### src/sv/afd_pkg.sv
// shared types and constants for the alarm frame deframer
package afd_pkg;

  typedef enum logic [1:0] {
    PH_HUNT   = 2'd0,
    PH_LEN_LO = 2'd1,
    PH_LEN_HI = 2'd2,
    PH_BODY   = 2'd3
  } phase_t;

  localparam logic [7:0] START_MARK = 8'h7C;
  localparam logic [7:0] END_MARK   = 8'h7E;
  localparam logic [7:0] CHECK_XOR  = 8'h8A;
  localparam logic [7:0] CMD_ALARM  = 8'h81;
  localparam logic [7:0] CMD_VER    = 8'h82;
  localparam logic [7:0] CMD_ERR    = 8'h83;
  localparam logic [7:0] CMD_UPD    = 8'h84;
  localparam logic [7:0] GPS_MARK   = 8'h41;
  localparam logic [7:0] LIM_LOW    = 8'd30;
  localparam logic [7:0] LIM_HIGH   = 8'd120;
  localparam logic [16:0] MIN_TOTAL = 17'd5;

  localparam logic [2:0] KIND_ALARM = 3'd0;
  localparam logic [2:0] KIND_VER   = 3'd1;
  localparam logic [2:0] KIND_ERR   = 3'd2;
  localparam logic [2:0] KIND_UPD   = 3'd3;
  localparam logic [2:0] KIND_OTHER = 3'd4;

  // snapshot of a finished frame handed from front to back
  typedef struct packed {
    logic [7:0] cmd;
    logic [7:0] p0;
    logic [7:0] p1;
    logic [7:0] p2;
    logic [7:0] p3;
    logic [7:0] p4;
    logic [7:0] p5;
  } frame_t;

  // result item
  typedef struct packed {
    logic [7:0]  error_code;
    logic [7:0]  firmware_version;
    logic [15:0] data_version;
    logic [7:0]  vehicle_speed;
    logic [15:0] distance;
    logic [7:0]  limit_speed;
    logic        speak_limit;
    logic        alarm_start;
    logic [7:0]  alarm_type;
    logic        gps_valid;
    logic [2:0]  frame_kind;
  } result_t;

endpackage

### src/sv/afd_front.sv
// byte parser: hunts, checks and snapshots frames
module afd_front #(
  parameter int MAX_FRAME    = 128,
  parameter int PAYLOAD_KEEP = 16
) (
  input  logic             clk,
  input  logic             rst,
  input  logic             byte_valid,
  input  logic [7:0]       rx_byte,
  output logic             frame_valid,
  output afd_pkg::frame_t  frame
);

  localparam int PW = $clog2(PAYLOAD_KEEP);

  afd_pkg::phase_t phase, phase_next;
  logic [7:0]  pos;
  logic [16:0] total;
  logic [7:0]  sum;
  logic [7:0]  held;
  logic [7:0]  cmd;
  logic [7:0]  store [PAYLOAD_KEEP];
  logic [16:0] total_hi;
  logic [16:0] pos_ext;
  logic        store_hit;
  logic [7:0]  pos_off;

  assign total_hi  = {1'b0, rx_byte, total[7:0]} + 17'd2;
  assign pos_ext   = {9'd0, pos};
  assign pos_off   = pos - 8'd4;
  assign store_hit = (pos >= 8'd4) && ({1'b0, pos_off} < 9'(PAYLOAD_KEEP));

  always_comb begin
    phase_next = phase;
    case (phase)
      afd_pkg::PH_LEN_LO: phase_next = afd_pkg::PH_LEN_HI;
      afd_pkg::PH_LEN_HI: begin
        if (total_hi < afd_pkg::MIN_TOTAL || total_hi > 17'(MAX_FRAME))
          phase_next = afd_pkg::PH_HUNT;
        else
          phase_next = afd_pkg::PH_BODY;
      end
      afd_pkg::PH_BODY: begin
        if (!(pos_ext + 17'd3 <= total) && !(pos_ext + 17'd2 == total))
          phase_next = afd_pkg::PH_HUNT;
      end
      default: begin
        phase_next = (rx_byte == afd_pkg::START_MARK) ? afd_pkg::PH_LEN_LO
                                                       : afd_pkg::PH_HUNT;
      end
    endcase
  end

  always_ff @(posedge clk) begin
    if (rst) begin
      phase <= afd_pkg::PH_HUNT;
      pos <= '0;
      total <= '0;
      sum <= '0;
      held <= '0;
      cmd <= '0;
      frame_valid <= 1'b0;
    end else begin
      frame_valid <= 1'b0;
      if (byte_valid) begin
        phase <= phase_next;
        case (phase)
          afd_pkg::PH_LEN_LO: begin
            total <= {9'd0, rx_byte};
            sum <= sum + rx_byte;
            pos <= 8'd2;
          end
          afd_pkg::PH_LEN_HI: begin
            total <= total_hi;
            sum <= sum + rx_byte;
            pos <= (phase_next == afd_pkg::PH_BODY) ? 8'd3 : 8'd0;
          end
          afd_pkg::PH_BODY: begin
            if (pos == 8'd3) cmd <= rx_byte;
            if (pos_ext + 17'd3 <= total) begin
              sum <= sum + rx_byte;
              pos <= pos + 8'd1;
            end else if (pos_ext + 17'd2 == total) begin
              held <= rx_byte;
              pos <= pos + 8'd1;
            end else begin
              pos <= '0;
              frame_valid <= (rx_byte == afd_pkg::END_MARK) &&
                             (held == (sum ^ afd_pkg::CHECK_XOR));
            end
          end
          default: begin
            if (rx_byte == afd_pkg::START_MARK) begin
              pos <= 8'd1;
              sum <= '0;
            end
          end
        endcase
      end
    end
  end

  always_ff @(posedge clk) begin
    if (byte_valid && phase == afd_pkg::PH_BODY && store_hit)
      store[pos_off[PW-1:0]] <= rx_byte;
  end

  // store and cmd already hold the final byte's effect by the cycle frame_valid is up
  assign frame = {cmd, store[0], store[1], store[2], store[3], store[4], store[5]};

endmodule

### src/sv/afd_back.sv
// decoder: turns frame snapshots into result items, keeps alarm history
module afd_back (
  input  logic              clk,
  input  logic              rst,
  input  logic              frame_valid,
  input  afd_pkg::frame_t   frame,
  output logic              res_valid,
  output afd_pkg::result_t  res
);

  logic            eye;
  afd_pkg::result_t r;
  logic            gps;
  logic            ty_nz;

  assign gps   = frame.p0 == afd_pkg::GPS_MARK;
  assign ty_nz = frame.p1 != 8'd0;

  always_comb begin
    r = '0;
    case (frame.cmd)
      afd_pkg::CMD_ALARM: begin
        r.frame_kind = afd_pkg::KIND_ALARM;
        if (gps) begin
          r.gps_valid = 1'b1;
          if (ty_nz) begin
            r.alarm_type    = frame.p1;
            r.alarm_start   = !eye;
            r.speak_limit   = frame.p2 >= afd_pkg::LIM_LOW && frame.p2 <= afd_pkg::LIM_HIGH &&
                              (frame.p1 inside {8'd2, 8'd3, 8'd4, 8'd18});
            r.limit_speed   = frame.p2;
            r.distance      = {frame.p4, frame.p3};
            r.vehicle_speed = frame.p5;
          end
        end
      end
      afd_pkg::CMD_VER: begin
        r.frame_kind = afd_pkg::KIND_VER;
        r.data_version = {frame.p1, frame.p0};
        r.firmware_version = frame.p2;
      end
      afd_pkg::CMD_ERR: begin
        r.frame_kind = afd_pkg::KIND_ERR;
        r.error_code = frame.p0;
      end
      afd_pkg::CMD_UPD: r.frame_kind = afd_pkg::KIND_UPD;
      default: r.frame_kind = afd_pkg::KIND_OTHER;
    endcase
  end

  always_ff @(posedge clk) begin
    if (rst) begin
      eye <= 1'b0;
      res_valid <= 1'b0;
    end else begin
      res_valid <= frame_valid;
      if (frame_valid && frame.cmd == afd_pkg::CMD_ALARM && gps)
        eye <= ty_nz;
    end
  end

  always_ff @(posedge clk) begin
    res <= r;
  end

endmodule

### src/sv/afd_queue.sv
// small result queue between decoder and output port
module afd_queue #(
  parameter int DEPTH = 4
) (
  input  logic                         clk,
  input  logic                         rst,
  input  logic                         in_valid,
  input  afd_pkg::result_t             in_data,
  output logic                         out_valid,
  input  logic                         out_ready,
  output afd_pkg::result_t             out_data,
  output logic [$clog2(DEPTH):0]       level
);

  localparam int AW = $clog2(DEPTH);

  afd_pkg::result_t mem [DEPTH];
  logic [AW-1:0] wr_ptr, rd_ptr;
  logic [AW:0]   count;
  logic          pop;

  assign out_valid = count != '0;
  assign pop       = out_valid && out_ready;
  assign out_data  = mem[rd_ptr];
  assign level     = count;

  always_ff @(posedge clk) begin
    if (rst) begin
      wr_ptr <= '0;
      rd_ptr <= '0;
      count <= '0;
    end else begin
      if (in_valid) wr_ptr <= wr_ptr + 1'b1;
      if (pop) rd_ptr <= rd_ptr + 1'b1;
      count <= count + (AW+1)'(in_valid) - (AW+1)'(pop);
    end
  end

  always_ff @(posedge clk) begin
    if (in_valid) mem[wr_ptr] <= in_data;
  end

  assert property (@(posedge clk) disable iff (rst) count <= (AW+1)'(DEPTH))
    else $error("queue overflow");
  assert property (@(posedge clk) disable iff (rst)
    (count == (AW+1)'(DEPTH)) |-> !in_valid)
    else $error("push into full queue");
  assert property (@(posedge clk) disable iff (rst)
    (in_valid && !pop) |=> count == $past(count) + 1'b1)
    else $error("count did not grow");

endmodule

### src/sv/alarm_frame_deframer.sv
// top level of the alarm frame deframer
// usage:
//   s_axis carries received bytes, one item per byte, tdata[7:0] = rx_byte
//   m_axis carries one result item per valid frame, fields packed in tdata
//   the parser takes a byte every cycle while s_axis_tready is high, so bytes
//   may follow back to back; after the edge that accepts the end marker a result
//   passes the decode register and the queue write before m_axis_tvalid rises
//   throughput: one byte per cycle while s_axis_tready is high, set by the parse step
//   results wait in a four-entry queue; s_axis_tready drops while queued
//   results plus those still in the check and decode stages fill it,
//   since the byte taken next may close a frame
//   with the receiver ready the queue never holds more than one result, so
//   input is held off only while the receiver stalls
//   reset clears parser state, alarm history and the queue; the payload
//   store holds whatever it had until written again
//   a frame that fails length, checksum or end marker checks is dropped
//   and hunting resumes with the next byte
module alarm_frame_deframer #(
  parameter int MAX_FRAME    = 128,
  parameter int PAYLOAD_KEEP = 16
) (
  input  logic        clk,
  input  logic        rst,
  input  logic        s_axis_tvalid,
  output logic        s_axis_tready,
  input  logic [7:0]  s_axis_tdata,   // [7:0] rx_byte
  output logic        m_axis_tvalid,
  input  logic        m_axis_tready,
  output logic [79:0] m_axis_tdata    // frame_kind, gps_valid, alarm_type, alarm_start,
                                      // speak_limit, limit_speed, distance, vehicle_speed,
                                      // data_version, firmware_version, error_code, pad
);

  localparam int QDEPTH = 4;

  logic             byte_valid;
  logic             frame_valid;
  afd_pkg::frame_t  frame;
  logic             res_valid;
  afd_pkg::result_t res, q_out;
  logic [2:0]       q_level;
  logic             q_has;

  assign byte_valid    = s_axis_tvalid && s_axis_tready;
  // every result already on its way needs a queue slot, plus one for this byte
  assign s_axis_tready = (q_level + 3'(frame_valid) + 3'(res_valid)) < 3'(QDEPTH);

  afd_front #(.MAX_FRAME(MAX_FRAME), .PAYLOAD_KEEP(PAYLOAD_KEEP)) u_front (
    .clk, .rst, .byte_valid, .rx_byte(s_axis_tdata), .frame_valid, .frame
  );

  afd_back u_back (.clk, .rst, .frame_valid, .frame, .res_valid, .res);

  afd_queue #(.DEPTH(QDEPTH)) u_queue (
    .clk, .rst, .in_valid(res_valid), .in_data(res),
    .out_valid(q_has), .out_ready(m_axis_tready), .out_data(q_out), .level(q_level)
  );

  assign m_axis_tvalid = q_has;
  assign m_axis_tdata  = {{(80-$bits(afd_pkg::result_t)){1'b0}}, q_out};

endmodule

### config.mk
export PLATFORM = sky130hd
export DESIGN_NAME = alarm_frame_deframer
export DESIGN_NICKNAME = d
export VERILOG_FILES = /design/src/sv/afd_pkg.sv /design/src/sv/afd_front.sv /design/src/sv/afd_back.sv /design/src/sv/afd_queue.sv /design/src/sv/alarm_frame_deframer.sv
export SDC_FILE = /design/constraint.sdc
export NUM_CORES = 1
export LEC_CHECK = 0
export BUFFER_PORTS_ARGS = -buffer_cell sky130_fd_sc_hd__buf_2
export CAP_MARGIN = 20
export CORE_MARGIN = 5
export CORE_UTILIZATION = 55
export CTS_BUF_LIST = sky130_fd_sc_hd__clkbuf_16
export CTS_CLUSTER_SIZE = 10
export DETAILED_ROUTE_END_ITERATION = 12
export PLACE_DENSITY = 0.71
export SLEW_MARGIN = 30
export SYNTH_ARGS = -nofsm -noshare
export SYNTH_HDL_FRONTEND = slang
export SYNTH_SLANG_ARGS = --single-unit
### constraint.sdc
create_clock -name clk -period 10.2 [get_ports clk]
set_input_delay 1.02 -clock clk [delete_from_list [all_inputs] [get_ports clk]]
set_output_delay 1.02 -clock clk [all_outputs]
set_load 0.01 [all_outputs]
* Word-level counts from Yosys, hierarchy flattened
Memories as Yosys holds them, arrays and structs flattened. A register that Yosys moved wholly into a read port is not among the register bits.
Cells that the tools add are included.
** Operators by class
- Add/subtract/negate cells :: 12
- Magnitude comparators :: 8
- Equality and inequality tests :: 19
- Multiplexer cells :: 21
- Bitwise gates (word level) :: 4
- Reductions and logical operators :: 32
** Operators by type and width (count)
- two-way mux 8 bit :: 5
- one-hot mux 17 bit (2 select lines) :: 1
- equality test 8 bit (second input constant) :: 4
- equality test 8 x 2 -> 1 bit (second input constant) :: 3
- equality test 8 x 7 -> 1 bit (second input constant) :: 3
- one-hot mux 8 bit (3 select lines) :: 1
- adder 8 x 2 -> 9 bit (second input constant) :: 2
- adder 16 x 2 -> 17 bit (second input constant) :: 1
- equality test 17 bit :: 1
- greater-than comparator 17 x 8 -> 1 bit (second input constant) :: 1
- <= comparator 17 bit :: 1
- less-than comparator 17 x 3 -> 1 bit (second input constant) :: 1
- one-hot mux 8 bit (2 select lines) :: 1
- one-hot mux 3 bit (4 select lines) :: 1
- logical AND 1 bit :: 11
- two-way mux 2 bit :: 5
- adder 3 x 1 -> 3 bit :: 3
- AND reduction 3 bit :: 3
- adder 8 x 1 -> 8 bit (second input constant) :: 1
- adder 8 bit :: 1
- equality test 8 x 3 -> 1 bit (second input constant) :: 1
- equality test 8 x 5 -> 1 bit (second input constant) :: 1
- equality test 8 bit :: 1
- greater-or-equal comparator 8 x 3 -> 1 bit (second input constant) :: 1
- 24 further kinds :: 42
** Word-level totals
- Register bits after elaboration :: 115
- RAM bits :: 440
- Input port bits :: 12
- Output and inout bits :: 82
- Logic and storage cells :: 119
- Memories :: 2
** Memories
- u_queue.mem :: words 4, width 78, read ports 1, clocked after Yosys merged registers in 1, wr ports 1, RTL line afd_queue.sv:17 : afd_pkg::result_t mem [DEPTH];
- u_front.store :: words 16, width 8, read ports 6, clocked after Yosys merged registers in 3, wr ports 1, RTL line afd_front.sv:22 : logic [7:0] store [PAYLOAD_KEEP];

* Depth between registers and ports, before layout
- Depth after elaboration :: 9
- Gate-level depth with buffers :: 15
- Depth with buffers taken out :: 14

* Modules after synthesis
From an unflattened synthesis, not the netlist that was laid out.
** Unflattened totals
- Cell total of the unflattened synthesis :: 1213
- Area, all modules :: 19571.3 µm²
** Modules (own cells, without submodules)
- afd_queue :: times used 1, cells each 453, area each 11743.8 µm², sequential area each 9549.2 µm²
- afd_front :: times used 1, cells each 553, area each 5405.2 µm², sequential area each 2482.4 µm²
- afd_back :: times used 1, cells each 196, area each 2338.5 µm², sequential area each 1601.5 µm²
- alarm_frame_deframer :: times used 1, cells each 11, area each 83.8 µm², sequential area each 0.0 µm²

* Worst setup path after synthesis
Ideal clock, no wire load.
- Path kind :: register -> register
- Start :: register u_front.pos[1]
- End :: register u_front.pos[7]
- Library setup time :: 0.096 ns
- Arrival time :: 3.116 ns
- Required time :: 10.104 ns
- Setup slack :: 6.988 ns
- Stages on the path, launching flop included :: 14
- Path buffers :: 0
- Period minus slack after synthesis :: 3.212 ns
- Path through :: dfxtp_1 inv_1 ha_1 a21oi_1 nor3_1 xor2_1 ha_1 and4_1 a221o_1 o221ai_1 o21ai_2 nor3_4 nand2_2 o41ai_2
** Between the ends
- Longest elaborated chain between the ends :: 5
- Elaborated cells on any way between the ends :: 8
- Classes of those cells :: add/sub (3); order compare (1); eq/ne (1); mux (3)
** Ends and longest elaborated chain
- from (decl) :: RTL line afd_front.sv:17 : logic [7:0] pos;
- from (signal assigned) :: RTL line afd_front.sv:76 : pos <= (phase_next == afd_pkg::PH_BODY) ? 8'd3 : 8'd0;
- from (signal assigned) :: RTL line afd_front.sv:82 : pos <= pos + 8'd1;
- from (signal assigned) :: RTL line afd_front.sv:85 : pos <= pos + 8'd1;
- parallel branches: the longest is 3 deep, another holds <= comparator 17 bit
- two-way mux 8 bit (*) :: RTL line afd_front.sv:80 : if (pos_ext + 17'd3 <= total) begin
- one-hot mux 8 bit (3 select lines) (*) :: RTL line afd_front.sv:67 : case (phase)
Every way passes the cells marked *.
A chain may end at the register's enable or synchronous reset.

* Worst setup path after layout
- Start :: register u_front.pos[2]
- End :: register u_front.pos[7]
The elaborated chain is that of the path after synthesis.

==> results_tabular.tex <==
\begin{tabular}{lr}
\hline
Metric & Value \\
\hline
\multicolumn{2}{l}{\textbf{STA}} \\
\quad Worst Max-Slew Pin Slew & 0.968 ns \\
\quad Final worst path period need & 3.87 ns \\
\quad TNS Setup & 0 ns \\
\quad Final period utilization & 37.9\% \\
\quad Post-route setup slack & 6.33 ns \\
\quad Clock skew & 0.0140 ns \\
\quad Final number of max-transition violations & 0 \\
\quad Total setup violations reported at the end of the flow & 0 \\
\quad Fmax achieved & 0.259 GHz \\
\quad Headroom to the max-slew limit & 35.3\% \\
\quad Setup repair after global routing missed its margin & no \\
\quad Worst Hold Margin & 0.407 ns \\
\quad Final count of hold timing violations & 0 \\
\multicolumn{2}{l}{\textbf{Worst setup path}} \\
\quad Peak fanout along the critical path & 11 \\
\quad Peak per-stage delay on the critical path & 0.52 ns \\
\quad Data arrival, critical path & 4.34 ns \\
\quad Library cell contributing the largest single delay on the critical path & sky130\_fd\_sc\_hd\_\_dfxtp\_1 \\
\quad Required time of the critical path & 10.67 ns \\
\quad Type of destination of the critical path & register \\
\quad Cell seen most often among critical-path stages & sky130\_fd\_sc\_hd\_\_ha\_1 \\
\quad Critical Path Start Type & register \\
\quad Kind of critical path & reg -> reg \\
\quad Critical path cell sequence & ha\_1 -> a21oi\_1 -> nor3\_1 -> xor2\_1 -> ha\_1 -> and4\_1 -> a221o\_1 -> o221ai\_1 -> o21ai\_2 -> nor3\_4 -> nand2\_2 -> o41ai\_2 \\
\multicolumn{2}{l}{\textbf{Drt}} \\
\quad Remaining routing DRC violations & 0 \\
\quad Total wirelength of the detailed-routed design & 38.9 mm \\
\quad Wire length per cell & 21.7 µm \\
\quad Vias & 10,294 \\
\quad Final ANT Viol Nets & 0 \\
\quad Initial DRC Count & 952 \\
\quad Router iterations before antenna repair & 5 \\
\quad Vias per Instance & 5.76 \\
\multicolumn{2}{l}{\textbf{Global route}} \\
\quad Pin count of the biggest net entering global routing & 68 \\
\quad Total global routing track utilization & 19.9\% \\
\quad Via count of the first global-routing pass & 10,521 \\
\quad Number of antenna violations at the first check in global routing & 0 \\
\quad Wire length of the first global-routing pass & 60.7 mm \\
\quad Overflow left after global routing & 0 \\
\multicolumn{2}{l}{\textbf{Placed design}} \\
\quad Sum of net half-perimeters after detailed placement & 23.2 mm \\
\quad Count of placed standard cells including taps & 1,681 \\
\quad Pre-CTS setup slack & 6.36 ns \\
\quad Area of placed instances & 20,100 µm² \\
\quad Port Buf Inserts & 91 \\
\quad Final weighted congestion of routability-driven global placement & 0.902 \\
\multicolumn{2}{l}{\textbf{Flow run}} \\
\quad Number of max-cap violations & 0 \\
\multicolumn{2}{l}{\textbf{Pwr}} \\
\quad Maximum VDD drop & 0.000163 V \\
\quad Switching portion of total power & 21.5\% \\
\quad P\_leak & 8.62 nW \\
\quad Clk pwr share & 41.5\% \\
\quad Power per cell area & 195 nW/µm² \\
\quad Sw power & 0.913 mW \\
\quad Share of total power in combinational logic & 6.5\% \\
\quad Internal Power & 3.33 mW \\
\quad Seq pwr share & 52.0\% \\
\multicolumn{2}{l}{\textbf{Synthesis}} \\
\quad Synth Area per Inst & 16.2 µm² \\
\quad Top flip-flop cell by instance count after synthesis & sky130\_fd\_sc\_hd\_\_edfxtp\_1 \\
\quad Post-Synthesis Cell Area & 19,400 µm² \\
\quad Number of flops mapped to enable cells by yosys & 360 \\
\quad Sequential element share of the synthesized area & 70.3\% \\
\quad Unique cell type count in the Yosys netlist & 79 \\
\quad Share of synthesized flip-flops with an asynchronous set or reset & 0\% \\
\quad Synth top area share & 55.8\% \\
\quad Synthesis-stage register bit count & 501 \\
\quad Synth top area cells & sky130\_fd\_sc\_hd\_\_edfxtp\_1 56\%, sky130\_fd\_sc\_hd\_\_dfxtp\_1 15\%, sky130\_fd\_sc\_hd\_\_mux4\_2 9.1\%, sky130\_fd\_sc\_hd\_\_ha\_1 2.4\%, sky130\_fd\_sc\_hd\_\_and3\_1 1.5\% \\
\quad Yosys synthesis warning count & 0 \\
\quad Biggest area consumer among synthesized cells & sky130\_fd\_sc\_hd\_\_edfxtp\_1 \\
\quad Gate count after technology mapping & 1,193 \\
\multicolumn{2}{l}{\textbf{Status}} \\
\quad Result of the run & finished, final reports clean \\
\multicolumn{2}{l}{\textbf{Final layout}} \\
\quad Net count reported at finish & 1,336 \\
\quad Most common library cell in the layout ignoring fill and taps & sky130\_fd\_sc\_hd\_\_edfxtp\_1 \\
\quad Antenna Cells & 0 \\
\quad Non-filler instance count after layout & 1,787 \\
\quad Share of cells above drive strength 1 & 20.0\% \\
\quad Area overhead of the layout relative to synthesis & 12.3\% \\
\quad Post-route cell area & 21,800 µm² \\
\quad Commonest cells after routing, fill and taps aside & 360 x sky130\_fd\_sc\_hd\_\_edfxtp\_1, 139 x sky130\_fd\_sc\_hd\_\_dfxtp\_1, 91 x sky130\_fd\_sc\_hd\_\_buf\_2, 78 x sky130\_fd\_sc\_hd\_\_mux4\_2, 70 x sky130\_fd\_sc\_hd\_\_inv\_1 \\
\multicolumn{2}{l}{\textbf{Die}} \\
\quad Die height & 198 µm \\
\quad Core region area & 34,700 µm² \\
\quad Die outline area & 39,100 µm² \\
\quad Number of ports placed on the die boundary & 94 \\
\quad Initial core utilization & 55.8\% \\
\quad Number of cell rows & 68 \\
\quad Horizontal extent of the die & 198 µm \\
\multicolumn{2}{l}{\textbf{Clock network}} \\
\quad CTS max path bufs & 3 \\
\quad Count of clock tree sinks & 501 \\
\quad Number of buffers inserted during clock tree synthesis & 56 \\
\quad Hold-fix buffer count after cts & 0 \\
\quad Deepest level of the CTS H-tree & 2 \\
\quad Clock tree from TritonCTS & yes \\
\quad Resize count post-CTS & 0 \\
\quad Post CTS Setup Buffer Count & 0 \\
\quad Later-pin clock latency in the skew report & 0.56 ns \\
\quad Clock transition time at the flip-flop clock pins of the worst setup and hold paths & 0.06 ns \\
\quad Cell at the root of the clock tree & sky130\_fd\_sc\_hd\_\_clkbuf\_16 \\
\multicolumn{2}{l}{\textbf{Hold path}} \\
\quad Worst hold path class & reg -> reg \\
\hline
\end{tabular}
per-stage QoR:
stage / power (mW) / utilization, %
3_5_place_dp: 2.53 / 57.9
4_1_cts: 4.28 / 62.6
6_report: 4.24 / 62.7
3_3_place_gp: 2.52 / 57.9
5_1_grt: 4.40 / 62.7
2_1_floorplan: 2.46 / -
cell type report:
type                    instances  area, µm²
flip-flops and latches        501      13600
clock inverters                48        224
inverters                      27        101
fillers                      2476      12900
multi-input cells             600       5270
well taps                     455        569
clock buffers                  57       1430
repair buffers                 99        536
sequential cells by signal (all words and copies together) (netlist names), named ones only:
signal	flops
u_back.eye	1
u_back.res	78
u_back.res_valid	1
u_front.cmd	8
u_front.frame_valid	1
u_front.held	8
u_front.phase	2
u_front.pos	8
u_front.store	48
u_front.sum	8
u_front.total	17
u_queue.level	3
u_queue.mem	312
u_queue.rd_ptr	2
u_queue.wr_ptr	2
kinds of logic (layout without fill, tap and decap cells):
logic type      Yosys count  count (layout)  synth area share (%)
xor+xnor                 42              42                  1.90
buf+inv                  93             231                  2.66
other cells               1               2                0.0193
simple gates            309             309                  8.76
flops                   501             501                  70.3
fa+ha+maj                39              39                  2.59
compound gates          111             111                  3.70
mux                      97              97                  10.0
metal layers:
layer	up-vias	share of wire, %	global-route usage [%]
met1	5193	42	27.4
li1	4734	-	-
met4	0	2.2	5.23
met2	304	50	33.7
met3	63	5.5	3.18
met5	-	0	0
final timing paths:
path | to | start | slack (ns) | cells after the start
setup reg to reg | u_front.pos[7] | u_front.pos[2] | 6.33 | 12
hold reg to reg | u_back.res[12] | u_back.eye | 0.41 | 1
setup / recovery | u_front.pos[7] | u_front.pos[2] | 6.33 | 12
hold / removal | u_back.res[12] | u_back.eye | 0.41 | 1
cells in the mapped netlist (all sizes together) (5+ instances only):
cell / instances
edfxtp: 360
dfxtp: 141
mux4: 78
nor2: 66
and3: 46
and2: 45
a21oi: 41
nand2: 41
clkbuf: 38
ha: 37
xnor2: 29
nand3: 28
buf: 27
inv: 26
nor3: 24
mux2i: 18
o21ai: 15
xor2: 13
nor4: 11
nand4: 10
nor2b: 9
a22oi: 8
a21o: 6
o22ai: 6
a31oi: 5
nand3b: 5
or4: 5
power groups by stage:
stage | clock network [mW] | logic (mW) | registers (mW)
2_1_floorplan | 0 | 0.247 | 2.22
3_3_place_gp | 0 | 0.245 | 2.28
3_5_place_dp | 0 | 0.246 | 2.28
4_1_cts | 1.79 | 0.247 | 2.24
5_1_grt | 1.89 | 0.304 | 2.21
6_report | 1.76 | 0.275 | 2.21
worst max-delay path: cells and delay by family, from the launching register on:
family                   cells  cell delay [ns]
adder cells (fa/ha/maj)      2             0.72
AND/OR/NAND/NOR              4             0.85
flip-flops                   1             0.52
AO/OA/AOI/OAI                5             1.52
XOR/XNOR                     1             0.17
Power figures use the tool's default switching activity.
